### config.mk
export PLATFORM = sky130hd
export DESIGN_NAME = software_timer_table_core
export DESIGN_NICKNAME = d
export VERILOG_FILES = /design/src/design/stt_pkg.sv /design/src/design/stt_ram.sv /design/src/design/stt_out.sv /design/src/design/software_timer_table_core.sv
export VERILOG_INCLUDE_DIRS = /design/src /design/src/design
export SDC_FILE = /design/constraint.sdc
export NUM_CORES = 2
export LEC_CHECK = 0
export BUFFER_PORTS_ARGS = -buffer_cell sky130_fd_sc_hd__buf_4
export CAP_MARGIN = 30
export CORE_MARGIN = 10
export CORE_UTILIZATION = 40
export DETAILED_ROUTE_END_ITERATION = 16
export GPL_TIMING_DRIVEN = 1
export MAX_ROUTING_LAYER = met4
export SLEW_MARGIN = 20
export SYNTH_ARGS = -nofsm -noshare
export SYNTH_HDL_FRONTEND = slang
export SYNTH_HIERARCHICAL = 1
export SYNTH_SLANG_ARGS = --single-unit
### constraint.sdc
create_clock -name clk -period 17.6 [get_ports clk]
set_input_delay 2.64 -clock clk [delete_from_list [all_inputs] [get_ports clk]]
set_output_delay 2.64 -clock clk [all_outputs]
set_load 0.02 [all_outputs]
### src/design/software_timer_table_core_macros.svh
// Assertion macros for the software timer table core.
// Used by the top level only; expects clk and rst_n in scope.
`ifndef SOFTWARE_TIMER_TABLE_CORE_MACROS_SVH
`define SOFTWARE_TIMER_TABLE_CORE_MACROS_SVH

// A condition that must hold at every clock edge outside reset.
`define STT_ASSERT_ALWAYS(label, cond, msg) \
    label: assert property (@(posedge clk) disable iff (!rst_n) (cond)) else $error(msg);

// A consequence that must hold in the same cycle as its antecedent.
`define STT_ASSERT_IMPL(label, ante, cons, msg) \
    label: assert property (@(posedge clk) disable iff (!rst_n) (ante) |-> (cons)) else $error(msg);

`endif

### src/design/stt_pkg.sv
// Shared constants, types and helper functions of the software timer table.
// No dependencies; stt_out and the top level refer to it by scoped names.
`default_nettype none

package stt_pkg;

    localparam int TIMER_SLOTS = 16;
    localparam int IDENT_BITS  = 16;

    localparam int SLOT_BITS   = (TIMER_SLOTS > 1) ? $clog2(TIMER_SLOTS) : 1;
    localparam int CNT_BITS    = $clog2(TIMER_SLOTS + 1);
    localparam int DUR_BITS    = 31;
    localparam int ELAPSED_BITS = 32;
    localparam int OUT_ID_BITS = 16;
    localparam int CMP_BITS    = (IDENT_BITS > OUT_ID_BITS) ? IDENT_BITS : OUT_ID_BITS;

    localparam logic [CNT_BITS-1:0] SLOT_COUNT = CNT_BITS'(TIMER_SLOTS);

    localparam logic [1:0] CMD_SCHEDULE = 2'd0;
    localparam logic [1:0] CMD_CLEAR    = 2'd1;
    localparam logic [1:0] CMD_TICK     = 2'd2;

    localparam logic [1:0] KIND_SCHED = 2'd0;
    localparam logic [1:0] KIND_CLEAR = 2'd1;
    localparam logic [1:0] KIND_FIRED = 2'd2;
    localparam logic [1:0] KIND_DONE  = 2'd3;

    localparam logic [1:0] ST_OK       = 2'd0;
    localparam logic [1:0] ST_FULL     = 2'd1;
    localparam logic [1:0] ST_NOTFOUND = 2'd2;

    typedef enum logic [1:0] {
        S_IDLE,
        S_WALK,
        S_DONE
    } state_t;

    // One slot as held in the slot memory.
    typedef struct packed {
        logic                  periodic;
        logic [IDENT_BITS-1:0] ident;
        logic [DUR_BITS-1:0]   period;
        logic [DUR_BITS-1:0]   remaining;
    } entry_t;

    localparam int ENTRY_BITS = $bits(entry_t);

    typedef struct packed {
        logic [1:0]             kind;
        logic [OUT_ID_BITS-1:0] ident;
        logic [1:0]             status;
        logic                   last;
    } result_t;

    // Low output bits of an id, zero-extended when ids are narrow.
    function automatic logic [OUT_ID_BITS-1:0] ident_out(input logic [IDENT_BITS-1:0] id);
        logic [CMP_BITS-1:0] wide;
        wide = CMP_BITS'(id);
        return wide[OUT_ID_BITS-1:0];
    endfunction

    // Full-width compare of a stored id against a requested id.
    function automatic logic ident_match(input logic [IDENT_BITS-1:0] id,
                                         input logic [OUT_ID_BITS-1:0] target);
        return CMP_BITS'(id) == CMP_BITS'(target);
    endfunction

endpackage

`default_nettype wire

### src/design/stt_ram.sv
// Generic single-write, single-read synchronous RAM with registered read data.
// No dependencies.
`default_nettype none

module stt_ram #(
    parameter int WIDTH = 8,
    parameter int DEPTH = 16,
    localparam int ABITS = (DEPTH > 1) ? $clog2(DEPTH) : 1
) (
    input  wire logic             clk,
    input  wire logic             we,
    input  wire logic [ABITS-1:0] waddr,
    input  wire logic [WIDTH-1:0] wdata,
    input  wire logic             re,
    input  wire logic [ABITS-1:0] raddr,
    output logic      [WIDTH-1:0] rdata
);

    logic [WIDTH-1:0] mem [DEPTH];

    always_ff @(posedge clk)
    begin
        if (we)
        begin
            mem[waddr] <= wdata;
        end
    end

    // Read data holds when no read is issued.
    always_ff @(posedge clk)
    begin
        if (re)
        begin
            rdata <= mem[raddr];
        end
    end

endmodule

`default_nettype wire

### src/design/stt_out.sv
// Output register of the software timer table: one result held until taken.
// Depends on stt_pkg for the result type.
`default_nettype none

module stt_out (
    input  wire logic             clk,
    input  wire logic             rst_n,
    input  wire logic             push,
    input  wire stt_pkg::result_t res,
    input  wire logic             stall,
    output logic                  free,
    output logic                  valid,
    output stt_pkg::result_t      res_out
);

    logic             valid_reg;
    logic             valid_next;
    stt_pkg::result_t res_reg;

    // The register can take a new result when empty or when it drains this cycle.
    assign free = !valid_reg || !stall;

    always_comb
    begin
        valid_next = valid_reg;
        if (push)
        begin
            valid_next = 1'b1;
        end
        else if (!stall)
        begin
            valid_next = 1'b0;
        end
    end

    always_ff @(posedge clk or negedge rst_n)
    begin
        if (!rst_n)
        begin
            valid_reg <= 1'b0;
        end
        else
        begin
            valid_reg <= valid_next;
        end
    end

    always_ff @(posedge clk)
    begin
        if (push)
        begin
            res_reg <= res;
        end
    end

    assign valid   = valid_reg;
    assign res_out = res_reg;

endmodule

`default_nettype wire

### src/design/software_timer_table_core.sv
// Top level of the software timer table: control sequencer, slot flags and ids.
// Depends on stt_pkg, stt_ram, stt_out and software_timer_table_core_macros.svh.
//
// Usage: one request channel (in_valid/in_stall) carries schedule, clear and
// tick requests; one result channel (out_valid/out_stall) returns the results.
// A request is taken only when the block is idle. A schedule returns one
// answer. A clear walks the slot memory in index order and stops at the
// first match, with one answer. A tick with elapsed >= 0 walks all slots,
// one slot per cycle through the single read port of the slot memory,
// emitting a fired result for each expiring slot and then a tick done
// result. A tick with negative elapsed returns tick done without a walk.
// The final result of each request carries last = 1. Results pass through
// a one-entry output register; when the receiver stalls and that register
// is full, the walk holds in place and resumes when the register drains.
// Reset empties all slots and restarts ids at zero; the slot memory needs
// no clearing pass since entries are only used for slots marked in use.
`default_nettype none

`include "software_timer_table_core_macros.svh"

module software_timer_table_core (
    input  wire logic                                clk,
    input  wire logic                                rst_n,
    input  wire logic                                in_valid,
    output logic                                     in_stall,
    input  wire logic [1:0]                          command,
    input  wire logic [stt_pkg::DUR_BITS-1:0]        duration,
    input  wire logic                                repeat_mode,
    input  wire logic [stt_pkg::OUT_ID_BITS-1:0]     target_id,
    input  wire logic signed [stt_pkg::ELAPSED_BITS-1:0] elapsed,
    output logic                                     out_valid,
    input  wire logic                                out_stall,
    output logic [1:0]                               kind,
    output logic [stt_pkg::OUT_ID_BITS-1:0]          timer_ident,
    output logic [1:0]                               status,
    output logic                                     last
);

    localparam int NS = stt_pkg::TIMER_SLOTS;
    localparam int SB = stt_pkg::SLOT_BITS;
    localparam int DB = stt_pkg::DUR_BITS;

    stt_pkg::state_t state_reg, state_next;
    logic [stt_pkg::CNT_BITS-1:0]   rd_idx_reg, rd_idx_next;
    logic                           proc_valid_reg, proc_valid_next;
    logic [SB-1:0]                  proc_idx_reg, proc_idx_next;
    logic                           is_tick_reg, is_tick_next;
    logic [NS-1:0]                  slot_used_reg, slot_used_next;
    logic [NS-1:0]                  slot_cleared_reg, slot_cleared_next;
    logic [stt_pkg::IDENT_BITS-1:0] next_ident_reg, next_ident_next;

    logic [DB-1:0]                  elapsed_reg, elapsed_next;
    logic [stt_pkg::OUT_ID_BITS-1:0] target_reg, target_next;
    logic [1:0]                     pend_kind_reg, pend_kind_next;
    logic [stt_pkg::OUT_ID_BITS-1:0] pend_ident_reg, pend_ident_next;
    logic [1:0]                     pend_status_reg, pend_status_next;

    logic                           ram_we;
    logic [SB-1:0]                  ram_waddr;
    stt_pkg::entry_t                ram_wdata;
    logic                           ram_re;
    logic [SB-1:0]                  ram_raddr;
    logic [stt_pkg::ENTRY_BITS-1:0] ram_rdata;
    stt_pkg::entry_t                rd_entry;

    logic                           out_push;
    logic                           out_free;
    stt_pkg::result_t               out_res;
    stt_pkg::result_t               out_q;

    logic                           free_found;
    logic [SB-1:0]                  free_idx;
    logic signed [DB:0]             diff;
    logic                           fire;
    logic                           live;
    logic                           hold;
    logic                           stop_walk;
    stt_pkg::entry_t                sched_entry;
    stt_pkg::entry_t                wb_entry;

    stt_ram #(
        .WIDTH(stt_pkg::ENTRY_BITS),
        .DEPTH(NS)
    ) u_ram (
        .clk  (clk),
        .we   (ram_we),
        .waddr(ram_waddr),
        .wdata(ram_wdata),
        .re   (ram_re),
        .raddr(ram_raddr),
        .rdata(ram_rdata)
    );

    stt_out u_out (
        .clk    (clk),
        .rst_n  (rst_n),
        .push   (out_push),
        .res    (out_res),
        .stall  (out_stall),
        .free   (out_free),
        .valid  (out_valid),
        .res_out(out_q)
    );

    assign kind        = out_q.kind;
    assign timer_ident = out_q.ident;
    assign status      = out_q.status;
    assign last        = out_q.last;

    assign rd_entry = stt_pkg::entry_t'(ram_rdata);

    // Lowest free slot for a schedule request.
    always_comb
    begin
        free_found = 1'b0;
        free_idx   = '0;
        for (int i = NS - 1; i >= 0; i--)
        begin
            if (!slot_used_reg[i])
            begin
                free_found = 1'b1;
                free_idx   = SB'(i);
            end
        end
    end

    // Both operands are 31-bit unsigned values, so 32 signed bits hold the step.
    assign diff = $signed({1'b0, rd_entry.remaining}) - $signed({1'b0, elapsed_reg});
    assign fire = diff[DB] || (diff == '0);
    assign live = slot_used_reg[proc_idx_reg] && !slot_cleared_reg[proc_idx_reg];
    assign hold = proc_valid_reg && is_tick_reg && live && fire && !out_free;

    always_comb
    begin
        sched_entry.periodic  = repeat_mode;
        sched_entry.ident     = next_ident_reg;
        sched_entry.period    = duration;
        sched_entry.remaining = duration;

        wb_entry = rd_entry;
        if (fire)
        begin
            wb_entry.remaining = rd_entry.period;
        end
        else
        begin
            wb_entry.remaining = diff[DB-1:0];
        end
    end

    always_comb
    begin
        state_next        = state_reg;
        rd_idx_next       = rd_idx_reg;
        proc_valid_next   = proc_valid_reg;
        proc_idx_next     = proc_idx_reg;
        is_tick_next      = is_tick_reg;
        slot_used_next    = slot_used_reg;
        slot_cleared_next = slot_cleared_reg;
        next_ident_next   = next_ident_reg;
        elapsed_next      = elapsed_reg;
        target_next       = target_reg;
        pend_kind_next    = pend_kind_reg;
        pend_ident_next   = pend_ident_reg;
        pend_status_next  = pend_status_reg;
        ram_we            = 1'b0;
        ram_waddr         = proc_idx_reg;
        ram_wdata         = wb_entry;
        ram_re            = 1'b0;
        ram_raddr         = rd_idx_reg[SB-1:0];
        out_push          = 1'b0;
        out_res           = '0;
        in_stall          = 1'b1;
        stop_walk         = 1'b0;

        case (state_reg)
            stt_pkg::S_IDLE:
            begin
                in_stall = 1'b0;
                if (in_valid)
                begin
                    case (command)
                        stt_pkg::CMD_SCHEDULE:
                        begin
                            pend_kind_next = stt_pkg::KIND_SCHED;
                            if (free_found)
                            begin
                                ram_we                      = 1'b1;
                                ram_waddr                   = free_idx;
                                ram_wdata                   = sched_entry;
                                slot_used_next[free_idx]    = 1'b1;
                                slot_cleared_next[free_idx] = 1'b0;
                                pend_ident_next  = stt_pkg::ident_out(next_ident_reg);
                                pend_status_next = stt_pkg::ST_OK;
                                next_ident_next  = next_ident_reg + 1'b1;
                            end
                            else
                            begin
                                pend_ident_next  = '0;
                                pend_status_next = stt_pkg::ST_FULL;
                            end
                            state_next = stt_pkg::S_DONE;
                        end
                        stt_pkg::CMD_CLEAR:
                        begin
                            pend_kind_next   = stt_pkg::KIND_CLEAR;
                            pend_ident_next  = target_id;
                            pend_status_next = stt_pkg::ST_NOTFOUND;
                            target_next      = target_id;
                            is_tick_next     = 1'b0;
                            rd_idx_next      = '0;
                            proc_valid_next  = 1'b0;
                            state_next       = stt_pkg::S_WALK;
                        end
                        stt_pkg::CMD_TICK:
                        begin
                            pend_kind_next   = stt_pkg::KIND_DONE;
                            pend_ident_next  = '0;
                            pend_status_next = stt_pkg::ST_OK;
                            if (elapsed[stt_pkg::ELAPSED_BITS-1])
                            begin
                                state_next = stt_pkg::S_DONE;
                            end
                            else
                            begin
                                elapsed_next    = elapsed[DB-1:0];
                                is_tick_next    = 1'b1;
                                rd_idx_next     = '0;
                                proc_valid_next = 1'b0;
                                state_next      = stt_pkg::S_WALK;
                            end
                        end
                        default:
                        begin
                        end
                    endcase
                end
            end

            stt_pkg::S_WALK:
            begin
                // The slot held in the RAM's read data register is processed while the next one is read.
                if (!hold)
                begin
                    if (proc_valid_reg && slot_used_reg[proc_idx_reg])
                    begin
                        if (is_tick_reg)
                        begin
                            if (slot_cleared_reg[proc_idx_reg])
                            begin
                                slot_used_next[proc_idx_reg]    = 1'b0;
                                slot_cleared_next[proc_idx_reg] = 1'b0;
                            end
                            else if (fire)
                            begin
                                out_push       = 1'b1;
                                out_res.kind   = stt_pkg::KIND_FIRED;
                                out_res.ident  = stt_pkg::ident_out(rd_entry.ident);
                                out_res.status = stt_pkg::ST_OK;
                                out_res.last   = 1'b0;
                                if (rd_entry.periodic)
                                begin
                                    ram_we = 1'b1;
                                end
                                else
                                begin
                                    slot_cleared_next[proc_idx_reg] = 1'b1;
                                end
                            end
                            else
                            begin
                                ram_we = 1'b1;
                            end
                        end
                        else if (stt_pkg::ident_match(rd_entry.ident, target_reg))
                        begin
                            slot_cleared_next[proc_idx_reg] = 1'b1;
                            pend_status_next = stt_pkg::ST_OK;
                            state_next       = stt_pkg::S_DONE;
                            proc_valid_next  = 1'b0;
                            stop_walk        = 1'b1;
                        end
                    end

                    if (!stop_walk)
                    begin
                        if (rd_idx_reg != stt_pkg::SLOT_COUNT)
                        begin
                            ram_re          = 1'b1;
                            proc_valid_next = 1'b1;
                            proc_idx_next   = rd_idx_reg[SB-1:0];
                            rd_idx_next     = rd_idx_reg + 1'b1;
                        end
                        else
                        begin
                            proc_valid_next = 1'b0;
                            state_next      = stt_pkg::S_DONE;
                        end
                    end
                end
            end

            stt_pkg::S_DONE:
            begin
                if (out_free)
                begin
                    out_push       = 1'b1;
                    out_res.kind   = pend_kind_reg;
                    out_res.ident  = pend_ident_reg;
                    out_res.status = pend_status_reg;
                    out_res.last   = 1'b1;
                    state_next     = stt_pkg::S_IDLE;
                end
            end

            default:
            begin
                state_next = stt_pkg::S_IDLE;
            end
        endcase
    end

    always_ff @(posedge clk or negedge rst_n)
    begin
        if (!rst_n)
        begin
            state_reg        <= stt_pkg::S_IDLE;
            rd_idx_reg       <= '0;
            proc_valid_reg   <= 1'b0;
            proc_idx_reg     <= '0;
            is_tick_reg      <= 1'b0;
            slot_used_reg    <= '0;
            slot_cleared_reg <= '0;
            next_ident_reg   <= '0;
        end
        else
        begin
            state_reg        <= state_next;
            rd_idx_reg       <= rd_idx_next;
            proc_valid_reg   <= proc_valid_next;
            proc_idx_reg     <= proc_idx_next;
            is_tick_reg      <= is_tick_next;
            slot_used_reg    <= slot_used_next;
            slot_cleared_reg <= slot_cleared_next;
            next_ident_reg   <= next_ident_next;
        end
    end

    always_ff @(posedge clk)
    begin
        elapsed_reg     <= elapsed_next;
        target_reg      <= target_next;
        pend_kind_reg   <= pend_kind_next;
        pend_ident_reg  <= pend_ident_next;
        pend_status_reg <= pend_status_next;
    end

    `STT_ASSERT_ALWAYS(a_cleared_implies_used, (slot_cleared_reg & ~slot_used_reg) == '0, "cleared flag set on a free slot")
    `STT_ASSERT_IMPL(a_no_same_entry, ram_we && ram_re, ram_waddr != ram_raddr, "slot memory read and written at the same entry")
    `STT_ASSERT_IMPL(a_walk_bound, state_reg == stt_pkg::S_WALK, rd_idx_reg <= stt_pkg::SLOT_COUNT, "walk index ran past the table")

endmodule

`default_nettype wire
==> metrics.txt <==
status complete, no violations; slew margin rel. 29.8%; FF-to-FF Start u_ram/rdata[11]; critical path type flop to flop; CP Max Fanout 35; DRT Wirelength 152000 um; Final min period 6920 ps; largest net degree at the start of global routing 136; fin nets 3591; # hold bufs at CTS 0; maximum root-to-sink buffer count 3; Clock power frac 34.4%; Die H 409 um; RSZ-0062 raised after global routing false; register area share after synthesis 73.6%; Power per Cell Area 136 nW/um^2; cell taking the most area after synthesis edfxtp_1; number of global-route vias before repair 32000; Worst Hold Path Cells 2; mean post-synth cell area 18.6 um^2; GRT busiest layer met2; critical-path cell list ha_1 > a21oi_1 > a21boi_0 > a311oi_1 > and3_1 > nor4_1 > a311oi_1 > nor3_1 > nand4_1 > o21ai_4 > o21a_1 > o21ai_0 > nand3_1 > nor2_4 > buf_4 > buf_4; max FFs per register 1264; P_leak 22.2 nW; worst-margin pin slew 1050 ps; share of layout cells above drive strength 1 22.7%; critical path required time 18020 ps; NetSw 2.54 mW; Critical R2R Capture u_ram/mem[14][26]; worst hold path startpoint proc_valid_reg; first-pass GRT wire length 224000 um; simple-gate share of the synthesized area 4.50%; top-count cell post-synth edfxtp_1; Fin. Hold Viols 0; Synth Area in Adders 0.882%; Post-Layout Cell Count 5610; Initial Util 40.3%; Seq pwr share 46.5%; Via density 5.65; fmax 144 MHz; Critical Path End Type flop; Area Growth Syn to Fin 14.2%; Placed Cells 5316; hpwl dp 91300 um; Hold EP proc_valid_reg; CP startpoint kind flop; Global Route met3 Usage 3.84%; routed length per instance 27.2 um; die area 167000 um^2; worst reg2reg path depth 16; Int Pwr 6.82 mW; Clock Pin Slew Worst Setup and Hold Paths 60 ps; router iterations before antenna repair 6; XOR/XNOR share of the synthesized area 0.724%; Final Cell Area 69000 um^2; final setup margin 10680 ps; Ports 109; Routability Congestion 0.829; reg2reg setup slack 10680 ps; crit path DAT 7340 ps; H-tree Lvls 4; Congestion Overflow GR 0; crit path buf inv count 2; EDFF count, synth 1431; CTS Buf Count 155; ys flop type edfxtp_1; top cells by count, synth edfxtp_1, nand2_1, mux4_2; Power, Total 9.36 mW; IO buf count 108; total track usage 18.5%; Post-route DRC 0; clk_lat worst skew 790 ps; largest family of logic cells by synthesized area multiplexers; Max Slew Vio Count 0; # resized after CTS 0; Gate power share 19.1%; synth top area cells edfxtp_1, mux4_2, dfrtp_1, nand2_1, a22oi_1; final worst path period share 39.3%; M2 GR Usage 28.0%; synth warn 6; Final Setup Violations 0; width of the die 409 um; Post-Syn Instances 3257; via count of the routed design 31700; TritonCTS clock tree yes; FP Rows 142; synthesis-stage register bit count 1493; Yosys top cell area share 71.1%; max-cap violations 0; Netlist cell types 78; Place WS 10140 ps; met1 Usage GRT 26.0%; Synth async-reset ratio 4.15%; area post-placement 64000 um^2; Root Driver clkbuf_16; final antenna-violating net count 0; Sink Count 1493; slowest CP cell nor2_4; mux cell area share after synthesis 13.0%; setup total negative slack 0 ps; synthesized net count 3385; switching portion of total power 27.1%; Compound-Gate Fraction of Synth Area 5.37%; Synth Cell Area 60500 um^2; initial antenna violation count 9; Worst Hold Class flop to flop; slowest stage delay, CP 800 ps; Worst VDD drop 0.000101 V; Layout Skew 43.2 ps; drt initial violations 3385; core region area 150000 um^2; CP top delay family compound AO/OA/AOI/OAI gates; Post-CTS Repair Setup Buffers 0
## stage by stage
stage	hold slack [ps]	util, %
final	487	46.0
after global routing	522	46.0
after CTS	489	46.0
after detailed placement	475	42.6
after global placement	471	42.6
after floorplan	450	-
## worst max-delay path by stage
stage,startpoint,end,slack (ps),cells after the start
floorplan,command[0],u_ram/mem[0][0],7580,8
global placement,command[0],u_ram/mem[14][42],10280,10
detailed placement,command[0],u_ram/mem[14][42],10140,10
CTS,u_ram/rdata[11],u_ram/mem[14][6],10690,16
global route,elapsed_reg[11],u_ram/mem[14][6],10310,17
finish,u_ram/rdata[11],u_ram/mem[14][26],10680,16
## kinds of logic after synthesis
kind of cell | after synthesis
flops | 1493
fa+ha+maj | 42
compound gates | 476
xor+xnor | 50
mux | 375
simple gates | 593
buf+inv | 228
## power groups by stage
stage                     registers (mW)  clock network, mW  logic (mW)
after global placement              4.42                  0        1.78
final                               4.35               3.22        1.79
after floorplan                     4.41                  0        1.27
after detailed placement            4.43                  0        1.80
after CTS                           4.35               3.28        1.81
after global routing                4.36               3.43        1.95
## worst register-to-register path, cell delays in order, from the launching register on
cell	delay, ps
edfxtp_1	360
ha_1	410
a21oi_1	340
a21boi_0	150
a311oi_1	530
and3_1	350
nor4_1	80
a311oi_1	620
nor3_1	150
nand4_1	400
o21ai_4	110
o21a_1	120
o21ai_0	450
nand3_1	410
nor2_4	810
buf_4	590
buf_4	660
## layout by cell type, fill, tap and decap left out, types with 23 or more instances in the layout
master / synthesis / routed
inv_1: 63 / 63
clkbuf_16: 0 / 156
a22oi_1: 159 / 159
mux2i_1: 28 / 28
xor2_1: 27 / 27
edfxtp_1: 1431 / 1431
xnor2_1: 23 / 23
a22o_1: 40 / 40
ha_1: 41 / 41
clkbuf_1: 82 / 40
nor2_1: 67 / 52
o21ai_0: 106 / 100
nor3_1: 36 / 32
clkinv_1: 1 / 37
nand2_1: 339 / 339
nand3_1: 23 / 23
buf_4: 9 / 200
dfrtp_1: 62 / 60
a21oi_1: 60 / 59
mux4_2: 326 / 326
## metal layers
metal  vias to the layer above  wire length (um)
met3                       176             12000
met4                         0              2270
met5                         -                 0
met1                     16700             66600
li1                      13600                 -
met2                      1150             71600
## final cells by class
cell class | instances | area, um^2
timing repair buffer | 212 | 1710
multi-input combinational | 1536 | 15000
clock inverter | 82 | 917
clock buffer | 199 | 4100
inverter | 65 | 244
sequential | 1493 | 44500
antenna | 7 | 17.5
fill | 12800 | 80900
tap | 2016 | 2520
(Power assumes the default switching activity.)
